--- src/rtl/core/dau_pkg.sv ---
// Shared types, constants and helpers of the duration arithmetic unit.
`timescale 1ns / 1ps
package dau_pkg;

	localparam int DAY_BITS = 16;
	localparam longint unsigned DAY_LIMIT = 64'd1 << DAY_BITS;
	localparam longint unsigned SEC_PER_DAY = 64'd86400;
	localparam longint unsigned MAX_SEC = DAY_LIMIT * SEC_PER_DAY - 64'd1;

	// total-seconds width and widths of the successive quotients
	localparam int SEC_W = $clog2(MAX_SEC + 64'd1);
	localparam int M1_W = SEC_W - 5;
	localparam int H1_W = M1_W - 5;
	localparam int DQ_W = H1_W - 4;
	localparam int K_W = 16;

	localparam int DIV_STEP = 3;
	localparam int DIV_STAGES = (SEC_W + DIV_STEP - 1) / DIV_STEP;
	localparam int DIV_QW = DIV_STAGES * DIV_STEP;

	// reciprocals for the constant divisions, floor(2^W / c)
	localparam logic [SEC_W-1:0] R60_N = SEC_W'((64'd1 << SEC_W) / 64'd60);
	localparam logic [M1_W-1:0] R60_M = M1_W'((64'd1 << M1_W) / 64'd60);
	localparam logic [H1_W-1:0] R24_H = H1_W'((64'd1 << H1_W) / 64'd24);

	localparam logic [SEC_W+K_W-1:0] MAX_WIDE = (SEC_W + K_W)'(MAX_SEC);

	localparam int LATENCY = 3 + DIV_STAGES + 6;

	localparam logic [2:0] OP_ADD = 3'd0;
	localparam logic [2:0] OP_SUB = 3'd1;
	localparam logic [2:0] OP_MUL = 3'd2;
	localparam logic [2:0] OP_DIV = 3'd3;
	localparam logic [2:0] OP_CMP = 3'd4;

	localparam logic [2:0] ST_OK = 3'd0;
	localparam logic [2:0] ST_INVALID = 3'd1;
	localparam logic [2:0] ST_DIVZERO = 3'd2;
	localparam logic [2:0] ST_UNDER = 3'd3;
	localparam logic [2:0] ST_OVER = 3'd4;

	typedef struct packed {
		logic [2:0]  op;
		logic [15:0] a_day;
		logic [4:0]  a_hour;
		logic [5:0]  a_minute;
		logic [5:0]  a_second;
		logic [15:0] b_day;
		logic [4:0]  b_hour;
		logic [5:0]  b_minute;
		logic [5:0]  b_second;
		logic [15:0] factor;
	} req_t;

	typedef struct packed {
		logic [15:0] res_day;
		logic [4:0]  res_hour;
		logic [5:0]  res_minute;
		logic [5:0]  res_second;
		logic        is_less;
		logic        is_equal;
		logic        is_greater;
		logic [2:0]  status;
	} rsp_t;

	typedef struct packed {
		logic        lt;
		logic        eq;
		logic        gt;
	} cmp_t;

	// front stage result
	typedef struct packed {
		logic [2:0]       op;
		logic [SEC_W-1:0] ta;
		logic [SEC_W-1:0] tb;
		logic [K_W-1:0]   k;
		logic             invalid;
		cmp_t             cmp;
	} front_t;

	// travels alongside the divider
	typedef struct packed {
		logic [SEC_W-1:0] n;
		logic [2:0]       st;
		logic             is_div;
		cmp_t             cmp;
	} side_t;

	function automatic logic [SEC_W-1:0] dur_sec(logic [15:0] d, logic [4:0] h,
			logic [5:0] m, logic [5:0] s);
		logic [SEC_W-1:0] acc;
		acc = {{(SEC_W-16){1'b0}}, d} * SEC_W'(SEC_PER_DAY);
		acc = acc + {{(SEC_W-5){1'b0}}, h} * SEC_W'(3600);
		acc = acc + {{(SEC_W-6){1'b0}}, m} * SEC_W'(60);
		acc = acc + {{(SEC_W-6){1'b0}}, s};
		return acc;
	endfunction

endpackage

--- src/rtl/core/dau_split.sv ---
// Splits total seconds into days, hours, minutes and seconds by reciprocal division.
`timescale 1ns / 1ps
module dau_split (
	input  logic                      clk,
	input  logic                      arst_n,
	input  logic                      in_vld,
	input  logic [dau_pkg::SEC_W-1:0] n,
	input  logic [2:0]                st,
	input  dau_pkg::cmp_t             cmp,
	output logic                      out_vld,
	output dau_pkg::rsp_t             rsp
);

	localparam int SW = dau_pkg::SEC_W;
	localparam int MW = dau_pkg::M1_W;
	localparam int HW = dau_pkg::H1_W;
	localparam int DW = dau_pkg::DQ_W;

	typedef struct packed {
		logic [2:0]    st;
		dau_pkg::cmp_t cmp;
	} tag_t;

	logic [5:0] vld_s;
	tag_t       tag_s1, tag_s2, tag_s3, tag_s4, tag_s5;

	logic [SW-1:0] n_s1, q_s1;
	logic [MW-1:0] m1_s2, m1_s3, qm_s3;
	logic [5:0]    sec_s2, sec_s3, sec_s4, sec_s5;
	logic [HW-1:0] h1_s4, h1_s5, qh_s5;
	logic [5:0]    min_s4, min_s5;

	logic [2*SW-1:0] pn;
	logic [2*MW-1:0] pm;
	logic [2*HW-1:0] ph;
	logic [6:0]      rn, rm;
	logic [4:0]      rh;
	logic            cn, cm, ch;

	always_ff @(posedge clk or negedge arst_n) begin
		if (!arst_n) begin
			vld_s <= '0;
		end else begin
			vld_s <= {vld_s[4:0], in_vld};
		end
	end

	always_comb begin
		pn = {{SW{1'b0}}, n} * {{SW{1'b0}}, dau_pkg::R60_N};
		pm = {{MW{1'b0}}, m1_s2} * {{MW{1'b0}}, dau_pkg::R60_M};
		ph = {{HW{1'b0}}, h1_s4} * {{HW{1'b0}}, dau_pkg::R24_H};
		// estimates are low by at most one: one compare and subtract fixes them
		rn = n_s1[6:0] - 7'(q_s1 * 7'd60);
		cn = rn >= 7'd60;
		rm = m1_s3[6:0] - 7'(qm_s3 * 7'd60);
		cm = rm >= 7'd60;
		rh = h1_s5[4:0] - 5'(qh_s5 * 5'd24);
		ch = rh >= 5'd24;
	end

	always_ff @(posedge clk) begin
		n_s1 <= n;
		q_s1 <= pn[2*SW-1:SW];
		tag_s1 <= {st, cmp};

		m1_s2 <= q_s1[MW-1:0] + {{(MW-1){1'b0}}, cn};
		sec_s2 <= cn ? 6'(rn - 7'd60) : rn[5:0];
		tag_s2 <= tag_s1;

		m1_s3 <= m1_s2;
		qm_s3 <= pm[2*MW-1:MW];
		sec_s3 <= sec_s2;
		tag_s3 <= tag_s2;

		h1_s4 <= qm_s3[HW-1:0] + {{(HW-1){1'b0}}, cm};
		min_s4 <= cm ? 6'(rm - 7'd60) : rm[5:0];
		sec_s4 <= sec_s3;
		tag_s4 <= tag_s3;

		h1_s5 <= h1_s4;
		qh_s5 <= ph[2*HW-1:HW];
		min_s5 <= min_s4;
		sec_s5 <= sec_s4;
		tag_s5 <= tag_s4;

		rsp.res_day <= 16'(qh_s5[DW-1:0] + {{(DW-1){1'b0}}, ch});
		rsp.res_hour <= ch ? 5'(rh - 5'd24) : rh;
		rsp.res_minute <= min_s5;
		rsp.res_second <= sec_s5;
		rsp.is_less <= tag_s5.cmp.lt;
		rsp.is_equal <= tag_s5.cmp.eq;
		rsp.is_greater <= tag_s5.cmp.gt;
		rsp.status <= tag_s5.st;
	end

	assign out_vld = vld_s[5];

endmodule

--- config.mk ---
export PLATFORM = sky130hd
export DESIGN_NAME = dau_split
export DESIGN_NICKNAME = d
export VERILOG_FILES = /design/src/rtl/core/dau_pkg.sv /design/src/rtl/core/dau_split.sv
export SDC_FILE = /design/constraint.sdc
export NUM_CORES = 1
export LEC_CHECK = 0
export BUFFER_PORTS_ARGS = -buffer_cell sky130_fd_sc_hd__clkbuf_2
export CORE_MARGIN = 1
export CORE_UTILIZATION = 45
export CTS_CLUSTER_SIZE = 8
export DETAILED_ROUTE_END_ITERATION = 6
export GPL_TIMING_DRIVEN = 0
export PLACE_DENSITY = 0.7
export SETUP_SLACK_MARGIN = 0.2
export SLEW_MARGIN = 20
export SYNTH_ARGS = -nofsm -noshare
export SYNTH_HDL_FRONTEND = slang
export SYNTH_SLANG_ARGS = --single-unit
--- constraint.sdc ---
create_clock -name clk -period 6.65 [get_ports clk]
set_clock_uncertainty 0.05 [all_clocks]
set_input_delay 1.33 -clock clk [delete_from_list [all_inputs] [get_ports clk]]
set_output_delay 1.33 -clock clk [all_outputs]
set_load 0.02 [all_outputs]
==> Yosys cells after proc, flatten, opt, wreduce, memory -nomap -nowiden <==
Index checks and enable logic that the tools add are counted.
Widths: inputs -> output; s select.
{ "classes": {"n_mux": 3, "magnitude_cmp": 3, "n_addsub": 9, "mul": 6} }
{ "ops": {"columns": ["op", "n"], "rows": [
  ["$mul 33x25->58 const B", 1],
  ["$mul 28x21->49 const B", 1],
  ["$mul 23x19->42 const B", 1],
  ["$add 28x1->28", 1],
  ["$mul 28x4->5 const B", 1],
  ["$add 23x1->23", 1],
  ["$mul 23x4->5 const B", 1],
  ["$mul 19x2->2 const B", 1],
  ["$add 16x1->16", 1],
  ["$ge 7x6->1 const B", 2],
  ["$sub 7x7->7", 2],
  ["$mux 6", 2],
  ["$sub 6x6->6 const B", 2],
  ["$ge 5x5->1 const B", 1],
  ["$mux 5", 1],
  ["$sub 5x5->5", 1],
  ["$sub 5x5->5 const B", 1]
]} }
{ "totals": {"reg_bits": 251, "out_inout_bits": 40} }

==> Depth between registers and ports, before layout <==
Gate-level depths: netlist of the first run.
{ "depth": {"ltp_word": 4, "mapped_depth": 23, "ltp_nobuf": 23} }

==> Least setup slack after synthesis of the first run <==
Ideal clock, no wire load.
{ "synth_timing": {"path_kind": "input port to flip-flop", "startpoint": "input n[2] (netlist bit)", "endpoint": "register q_s1[24]", "slack_ps": 34, "required_ps": 6528, "path_buffers": 0, "stages": 20, "t_arrival_ps": 6495, "setup_time_ps": 72, "path_cell_list": "ha_1 inv_1 fa_1 inv_1 fa_1 inv_1 fa_1 fa_1 fa_1 inv_1 ha_1 nand3_2 nor3_2 o2111ai_1 a32o_1 o21ba_4 o31ai_4 a21oi_2 o41ai_2 xor2_1"} }
{ "synth_between": {"elab_chain_len": 1} }
{ "synth_rtl": {"columns": ["element", "line", "rtl"], "rows": [
  ["start, declared", "dau_split.sv:7", "input logic [dau_pkg::SEC_W-1:0] n,"],
  ["$mul 33x25->58", "dau_split.sv:49", "pn = {{SW{1'b0}}, n} * {{SW{1'b0}}, dau_pkg::R60_N};"],
  ["via pn[57]", "dau_split.sv:33", "logic [2*SW-1:0] pn;"],
  ["end signal, assigned", "dau_split.sv:63", "q_s1 <= pn[2*SW-1:SW];"],
  ["end, declared", "dau_split.sv:27", "logic [SW-1:0] n_s1, q_s1;"]
]} }
The timed path passes the listed nets, and every way through them passes these cells.

==> Final worst setup path of the first run <==
{ "layout_timing": {"startpoint": "input n[17] (netlist bit)", "endpoint": "register q_s1[22]"} }
The elaborated chain is that of the path after synthesis.

==> impl_metrics.py, run 1 <==
metrics = {
    "synth": {
        "synth_seq_area_share_pct": 19.2,
        "ys_types": 71,
        "synth_simple_gate_area_share_pct": 4.43,
        "synth_flop_cell": "dfxtp_1",
        "synthCells": 2504,
        "async_reset_ff_share_pct": 2.42,
        "synth_edf_count": 0,
        "synth.net_count": 3465,
        "synth_xor_xnor_area_share_pct": 5.22,
        "synth_compound_area_share_pct": 6.55,
        "synthMuxAreaShare_pct": 0,
        "synthTopCellsByArea": "ha_1, fa_1, dfxtp_1, inv_1, xnor2_1",
        "synth_area_per_cell_sq_um": 10.4,
        "synth_largest_area_cell": "ha_1",
        "synth_top_area_share_pct": 27.5,
        "synth_top_family_by_area": "adder cells",
        "syn_area_sq_um": 26000,
        "ys_ff_latch": 248,
        "synth_fa_ha_area_share_pct": 54.2,
        "yosys_warnings": 0,
    },
    "floorplan": {
        "dieArea_sq_um": 58700,
        "dieWidth_um": 242,
        "die_h_um": 242,
        "start_util_pct": 45.8,
        "rows": 87,
        "ios": 82,
        "core_sq_um": 56700,
    },
    "sta": {
        "setup_viol": 0,
        "worst_pin_slew_ns": 0.567,
        "fin_crit_ns": 6.38,
        "relSlewSlack_pct": 61.2,
        "slew_viol_final": 0,
        "rsz0062_at_grt": "yes",
        "whs_ns": 0.249,
        "hold_viol": 0,
        "setup_slack_ns": 0.275,
        "post-route-period-util_pct": 95.9,
        "fin_setup_tns_ns": 0,
        "fmax_ghz": 0.157,
    },
    "routing": {
        "dr_total_vias": 16637,
        "initialDrtViolationCount": 641,
        "drtPass1Iterations": 4,
        "routed_wl_mm": 53.7,
        "drc": 0,
        "ant_nets": 0,
        "viasPerCell": 4.89,
        "post_drt_wl_per_cell_um": 15.8,
    },
    "critical_path": {
        "reg2reg_slack_ns": 0.50,
        "critical_path_arrival_ns": 6.78,
        "critPathMaxFanout": 5,
        "r2r-start": "h1_s4[10]",
        "critPathKind": "in2reg",
        "startpoint": "n[17]",
        "r2r_cells": 21,
        "path_cells": "clkbuf_4 -> ha_4 -> inv_1 -> fa_1 -> inv_1 -> fa_1 -> inv_1 -> fa_1 -> fa_1 -> inv_1 -> ha_4 -> ha_4 -> and3_1 -> and4_4 -> a221o_1 -> a31oi_2 -> o21a_1 -> o31ai_4 -> buf_6 -> a211oi_4 -> o21bai_1 -> a21oi_1 -> xnor2_1",
        "worstReg2RegEnd": "qh_s5[14]",
        "crit_end": "q_s1[22]",
        "start_kind": "primary input",
        "required_ns": 7.06,
        "crit_path_top_delay_cell": "fa_1",
        "end_kind": "register",
        "slowest_delay_ns": 0.55,
    },
    "job": {
        "maxCapViolations": 0,
    },
    "global_route": {
        "overflow": 0,
        "grt_usage_pct": 18.7,
        "grt_max_degree": 11,
        "grt_pass1_vias": 18029,
        "grt_pass1_wl_mm": 87.7,
        "antenna_found_initial": 0,
    },
    "placement": {
        "hpwlAfterDp_mm": 46.3,
        "pre_cts_ws_ns": -0.660,
        "place_area_sq_um": 27400,
        "gp_congestion": 0.927,
        "io_buffers": 81,
    },
    "layout": {
        "num_antenna_cells": 0,
        "n_fill_cell": 5011,
        "drive_above_1_share_pct": 8.85,
        "nets": 3600,
        "fin_area_sq_um": 29000,
        "syn2layout_area_growth_pct": 11.6,
    },
    "clock_network": {
        "cts_buffer_depth": 3,
        "holdBufCountCts": 0,
        "path_clk_slew_ns": 0.05,
        "clk_latency_ns": 0.55,
        "htree_levels": 2,
        "numCtsBuffers": 37,
        "cts.sinks": 248,
        "cts_root_buf": "clkbuf_16",
        "cts_tree": "yes",
    },
    "min_path": {
        "hold_path_class": "reg2reg",
    },
    "outcome": {
        "outcome": "completed",
    },
}
-- cell usage after synthesis, types with 2 or more instances --
library cell / number
nor2_1: 45
a211o_1: 8
o21ai_1: 5
and4_1: 5
a211oi_1: 3
xnor2_1: 104
a21oi_1: 67
o211ai_1: 8
dfxtp_1: 242
o31ai_4: 2
o41ai_2: 2
and3_1: 17
o21bai_1: 9
a2111oi_0: 3
a221o_1: 2
nand4_1: 26
o2111ai_1: 2
a21o_1: 50
o211ai_2: 2
o21ai_0: 23
fa_1: 347
nand3_1: 31
nor3b_1: 2
a21oi_2: 4
ha_1: 572
nor4_1: 2
a31oi_1: 5
nand2b_1: 6
a21boi_0: 3
a41oi_1: 2
xor2_1: 51
nand2_1: 64
a21boi_1: 2
o21a_1: 9
inv_1: 714
or2_2: 3
dfrtp_1: 6
and2_1: 7
nor3_1: 7
o31ai_1: 3
nor2b_1: 9
-- cell usage in the layout (no fill, tap or decap), drive strengths merged, types with 5 or more instances in the layout --
cell / count
a211oi: 5
o21ai: 29
a21boi: 5
nand3: 32
inv: 716
o21a: 9
a31oi: 5
nand2b: 6
ha: 572
o21bai: 10
and2: 7
nor3: 8
xor2: 51
fa: 347
dfxtp: 242
nor2: 45
nand2: 64
and4: 6
a211o: 8
xnor2: 104
nand4: 26
clkbuf: 114
nor2b: 9
buf: 24
o31ai: 5
a21oi: 71
dfrtp: 6
o211ai: 10
and3: 18
a21o: 50
-- kinds of logic (layout without fill, tap and decap cells) --
group,Yosys count,after routing
fa+ha+maj,919,919
xor+xnor,155,155
simple gates,230,230
flops,248,248
compound gates,236,236
buf+inv,716,857
-- registers in the layout (all words and copies together) (netlist names), 7 cells and up --
| register | cells |
|---|---|
| rsp | 39 |
| m1_s2 | 28 |
| q_s1 | 28 |
| h1_s4 | 23 |
| qm_s3 | 23 |
| qh_s5 | 16 |
| m1_s3 | 7 |
| n_s1 | 7 |
-- metrics by stage --
stage	std cells	util [%]
global route	3401	51.2
CTS	3393	50.4
detailed placement	3341	48.2
global placement	3341	48.2
floorplan	2504	-
finish	3401	51.2
-- timing repair --
| action | in CTS | in global routing |
|---|---|---|
| pin swaps | 28 | 53 |
| setup endpoints to repair | 13 | 18 |
| buffers inserted | 7 | 8 |
| resized for setup | 34 | 77 |
-- worst min path at each step --
stage / slack, ns / start / end / cells after the start
CTS: 0.25 / min_s4[3] / min_s5[3] / 0
global route: 0.26 / min_s4[3] / min_s5[3] / 0
finish: 0.25 / min_s4[3] / min_s5[3] / 0
detailed placement: 0.26 / sec_s5[4] / rsp[10] / 0
global placement: 0.26 / tag_s4[1] / tag_s5[1] / 0
floorplan: 0.26 / min_s4[0] / min_s5[0] / 0
-- final cells by class --
class / count / area, sq um / share of cell area, %
Multi-Input combinational cell: 1540 / 18800 / 64.9
Timing Repair Buffer: 96 / 558 / 1.92
Clock buffer: 41 / 962 / 3.32
Sequential cell: 248 / 5000 / 17.2
Inverter: 715 / 2690 / 9.26
Clock inverter: 4 / 46.3 / 0.160
Tap cell: 756 / 946 / 3.26
Buffer: 1 / 3.75 / 0.0129
-- per-layer routing --
layer	routed length, um	track usage (%)	part of all wire, %	up-vias
met5	0	0	0	-
met4	1580	6.24	2.9	0
met3	1690	2.50	3.2	97
met2	27300	33.4	51	244
met1	23100	23.1	43	8132
li1	-	-	-	8164
-- critical path, delay by kind of cell --
family	cells	cell delay, ns
compound gates	7	1.49
xor+xnor	1	0.14
fa+ha+maj	7	2.84
buf+inv	6	0.56
simple gates	2	0.41
Power of run 1 is left out: the tool's default activity adds up to more than one toggle a clock period on the data nets, which glitch-free logic cannot reach.
==> inputs of run 2 (changes only) <==
--- a/config.mk
+++ b/config.mk
@@ -7,11 +7,11 @@
 export LEC_CHECK = 0
 export BUFFER_PORTS_ARGS = -buffer_cell sky130_fd_sc_hd__clkbuf_2
 export CORE_MARGIN = 1
-export CORE_UTILIZATION = 45
+export CORE_UTILIZATION = 31
 export CTS_CLUSTER_SIZE = 8
 export DETAILED_ROUTE_END_ITERATION = 6
 export GPL_TIMING_DRIVEN = 0
-export PLACE_DENSITY = 0.7
+export PLACE_DENSITY = 0.55
 export SETUP_SLACK_MARGIN = 0.2
 export SLEW_MARGIN = 20
 export SYNTH_ARGS = -nofsm -noshare
==> run 2 against run 1 <==
  * Critical path depth grew 1
  * Sequential share of layout area shrank 0.22 points
  * Highest routed layer unchanged
  * Critical path type unchanged
  * Non-clock buffer count grew 4
  * Global-route usage shrank 5.7 points
  * Register-to-register slack gained 0.07 ns
  * Via count shrank 2.4%
  * Critical endpoint is now q_s1[18]
==> impl_metrics.py, run 2 (synthesized netlist as in run 1, its figures left out) <==
metrics = {
    "job": {
        "maxCapViolations": 0,
    },
    "critical_path": {
        "r2r_cells": 21,
        "r2r-start": "h1_s4[9]",
        "end_kind": "register",
        "reg2reg_slack_ns": 0.57,
        "worstReg2RegEnd": "qh_s5[15]",
        "critical_path_arrival_ns": 6.80,
        "critPathKind": "in2reg",
        "required_ns": 7.01,
        "critPathMaxFanout": 3,
        "start_kind": "primary input",
    },
    "sta": {
        "worst_pin_slew_ns": 0.586,
        "hold_viol": 0,
        "fin_crit_ns": 6.44,
        "rsz0062_at_grt": "yes",
        "fmax_ghz": 0.155,
        "post-route-period-util_pct": 96.8,
        "setup_viol": 0,
        "relSlewSlack_pct": 60.7,
        "slew_viol_final": 0,
    },
    "layout": {
        "largest_register": "rsp",
        "top_regs": "rsp x39, m1_s2 x28, q_s1 x28",
        "nets": 3604,
        "fin_util_pct": 35.7,
        "syn2layout_area_growth_pct": 13.2,
        "final_common_cell": "inv_1",
        "drive_above_1_share_pct": 8.90,
        "largest_reg_flops": 39,
        "final_cell_mix": "inv_1, ha_1, fa_1",
        "num_antenna_cells": 0,
    },
    "min_path": {
        "hold_path_end": "min_s5[1]",
        "hold_depth": 0,
        "hold_path_class": "reg2reg",
        "hp-start": "min_s4[1]",
    },
    "routing": {
        "viasPerCell": 4.36,
        "drc": 0,
        "routed_wl_mm": 53.3,
        "drtPass1Iterations": 5,
        "dr_total_vias": 16238,
        "initialDrtViolationCount": 472,
        "post_drt_wl_per_cell_um": 14.3,
        "ant_nets": 0,
    },
    "clock_network": {
        "numCtsBuffers": 37,
        "path_clk_slew_ns": 0.04,
        "cts.sinks": 248,
        "htree_levels": 2,
        "holdBufCountCts": 0,
        "clk_latency_ns": 0.56,
        "cts_tree": "yes",
        "cts_buffer_depth": 3,
        "cts_root_buf": "clkbuf_16",
    },
    "placement": {
        "hpwlAfterDp_mm": 46.6,
        "io_buffers": 81,
        "gp_congestion": 0.879,
    },
    "floorplan": {
        "start_util_pct": 31.5,
        "rows": 105,
        "die_h_um": 292,
        "dieArea_sq_um": 85000,
        "ios": 82,
        "core_sq_um": 82500,
        "dieWidth_um": 292,
    },
    "global_route": {
        "overflow": 0,
        "grt_usage_pct": 13.0,
        "grt_max_degree": 13,
        "grt_pass1_wl_mm": 87.4,
        "use_met1_pct": 16.8,
        "busiest_layer": "met2",
        "grt_pass1_vias": 17349,
        "grt_use_met3_pct": 1.81,
        "use_met2_pct": 22.6,
        "antenna_found_initial": 0,
    },
    "outcome": {
        "outcome": "completed",
    },
}
run 2: stage by stage:
| step | setup slack, ns | instances | instance area [sq um] | hold WS [ns] | setup TNS (ns) |
|---|---|---|---|---|---|
| finish | 0.210 | 3723 | 29400 | 0.267 | 0 |
| global placement | -0.699 | 3655 | 27800 | 0.260 | -9.33 |
| floorplan | 0.203 | 2504 | 26000 | 0.260 | 0 |
| global route | 0.0605 | 3723 | 29400 | 0.269 | 0 |
| detailed placement | -0.700 | 3655 | 27800 | 0.262 | -9.57 |
| CTS | 0.206 | 3712 | 29100 | 0.267 | 0 |
run 2: routing by layer:
layer | routed length, um | up-vias | part of all wire (%)
li1 | - | 8168 | -
met1 | 24800 | 7799 | 47
met2 | 25900 | 190 | 49
met3 | 1340 | 81 | 2.5
met4 | 1280 | 0 | 2.4
met5 | 0 | - | 0
run 2: worst max-delay path by stage:
stage	start	endpoint	slack, ns	cells past startpoint
2_1_floorplan	n[2]	q_s1[22]	0.20	21
3_3_place_gp	n[3]	q_s1[18]	-0.70	20
3_5_place_dp	n[3]	q_s1[18]	-0.70	20
4_1_cts	n[4]	q_s1[20]	0.21	24
5_1_grt	n[15]	q_s1[23]	0.06	25
6_report	n[2]	q_s1[18]	0.21	24
run 2: worst max-delay path, stage by stage:
cell and delay (ns):
buf_8 0.10, ha_4 0.29, inv_4 0.04, fa_2 0.56, inv_2 0.05, fa_1 0.53
inv_2 0.05, fa_1 0.57, fa_2 0.46, fa_1 0.56, inv_2 0.05, ha_4 0.27
nand3_4 0.08, nor3_4 0.24, o2111ai_2 0.14, a32o_2 0.26, o21ba_4 0.22, o31ai_4 0.19
buf_6 0.15, buf_4 0.11, a21oi_4 0.07, o21ai_4 0.20, a21oi_2 0.09, xnor2_2 0.15
run 2: layout make-up:
class,count,area (sq um)
buffer,1,3.75
timing repair buffer,100,601
clock inverter,4,95.1
tap,1070,1340
multi-input combinational,1540,18700
inverter,715,2690
sequential,248,5000
fill,8420,53100
clock buffer,45,966
run 2: repair_timing:
action | 4_1_cts | 5_1_grt
pin swaps | 32 | 40
setup endpoints to repair | 15 | 19
resized for setup | 37 | 73
setup buffers | 8 | 11
Power of run 2 is left out for the same reason.
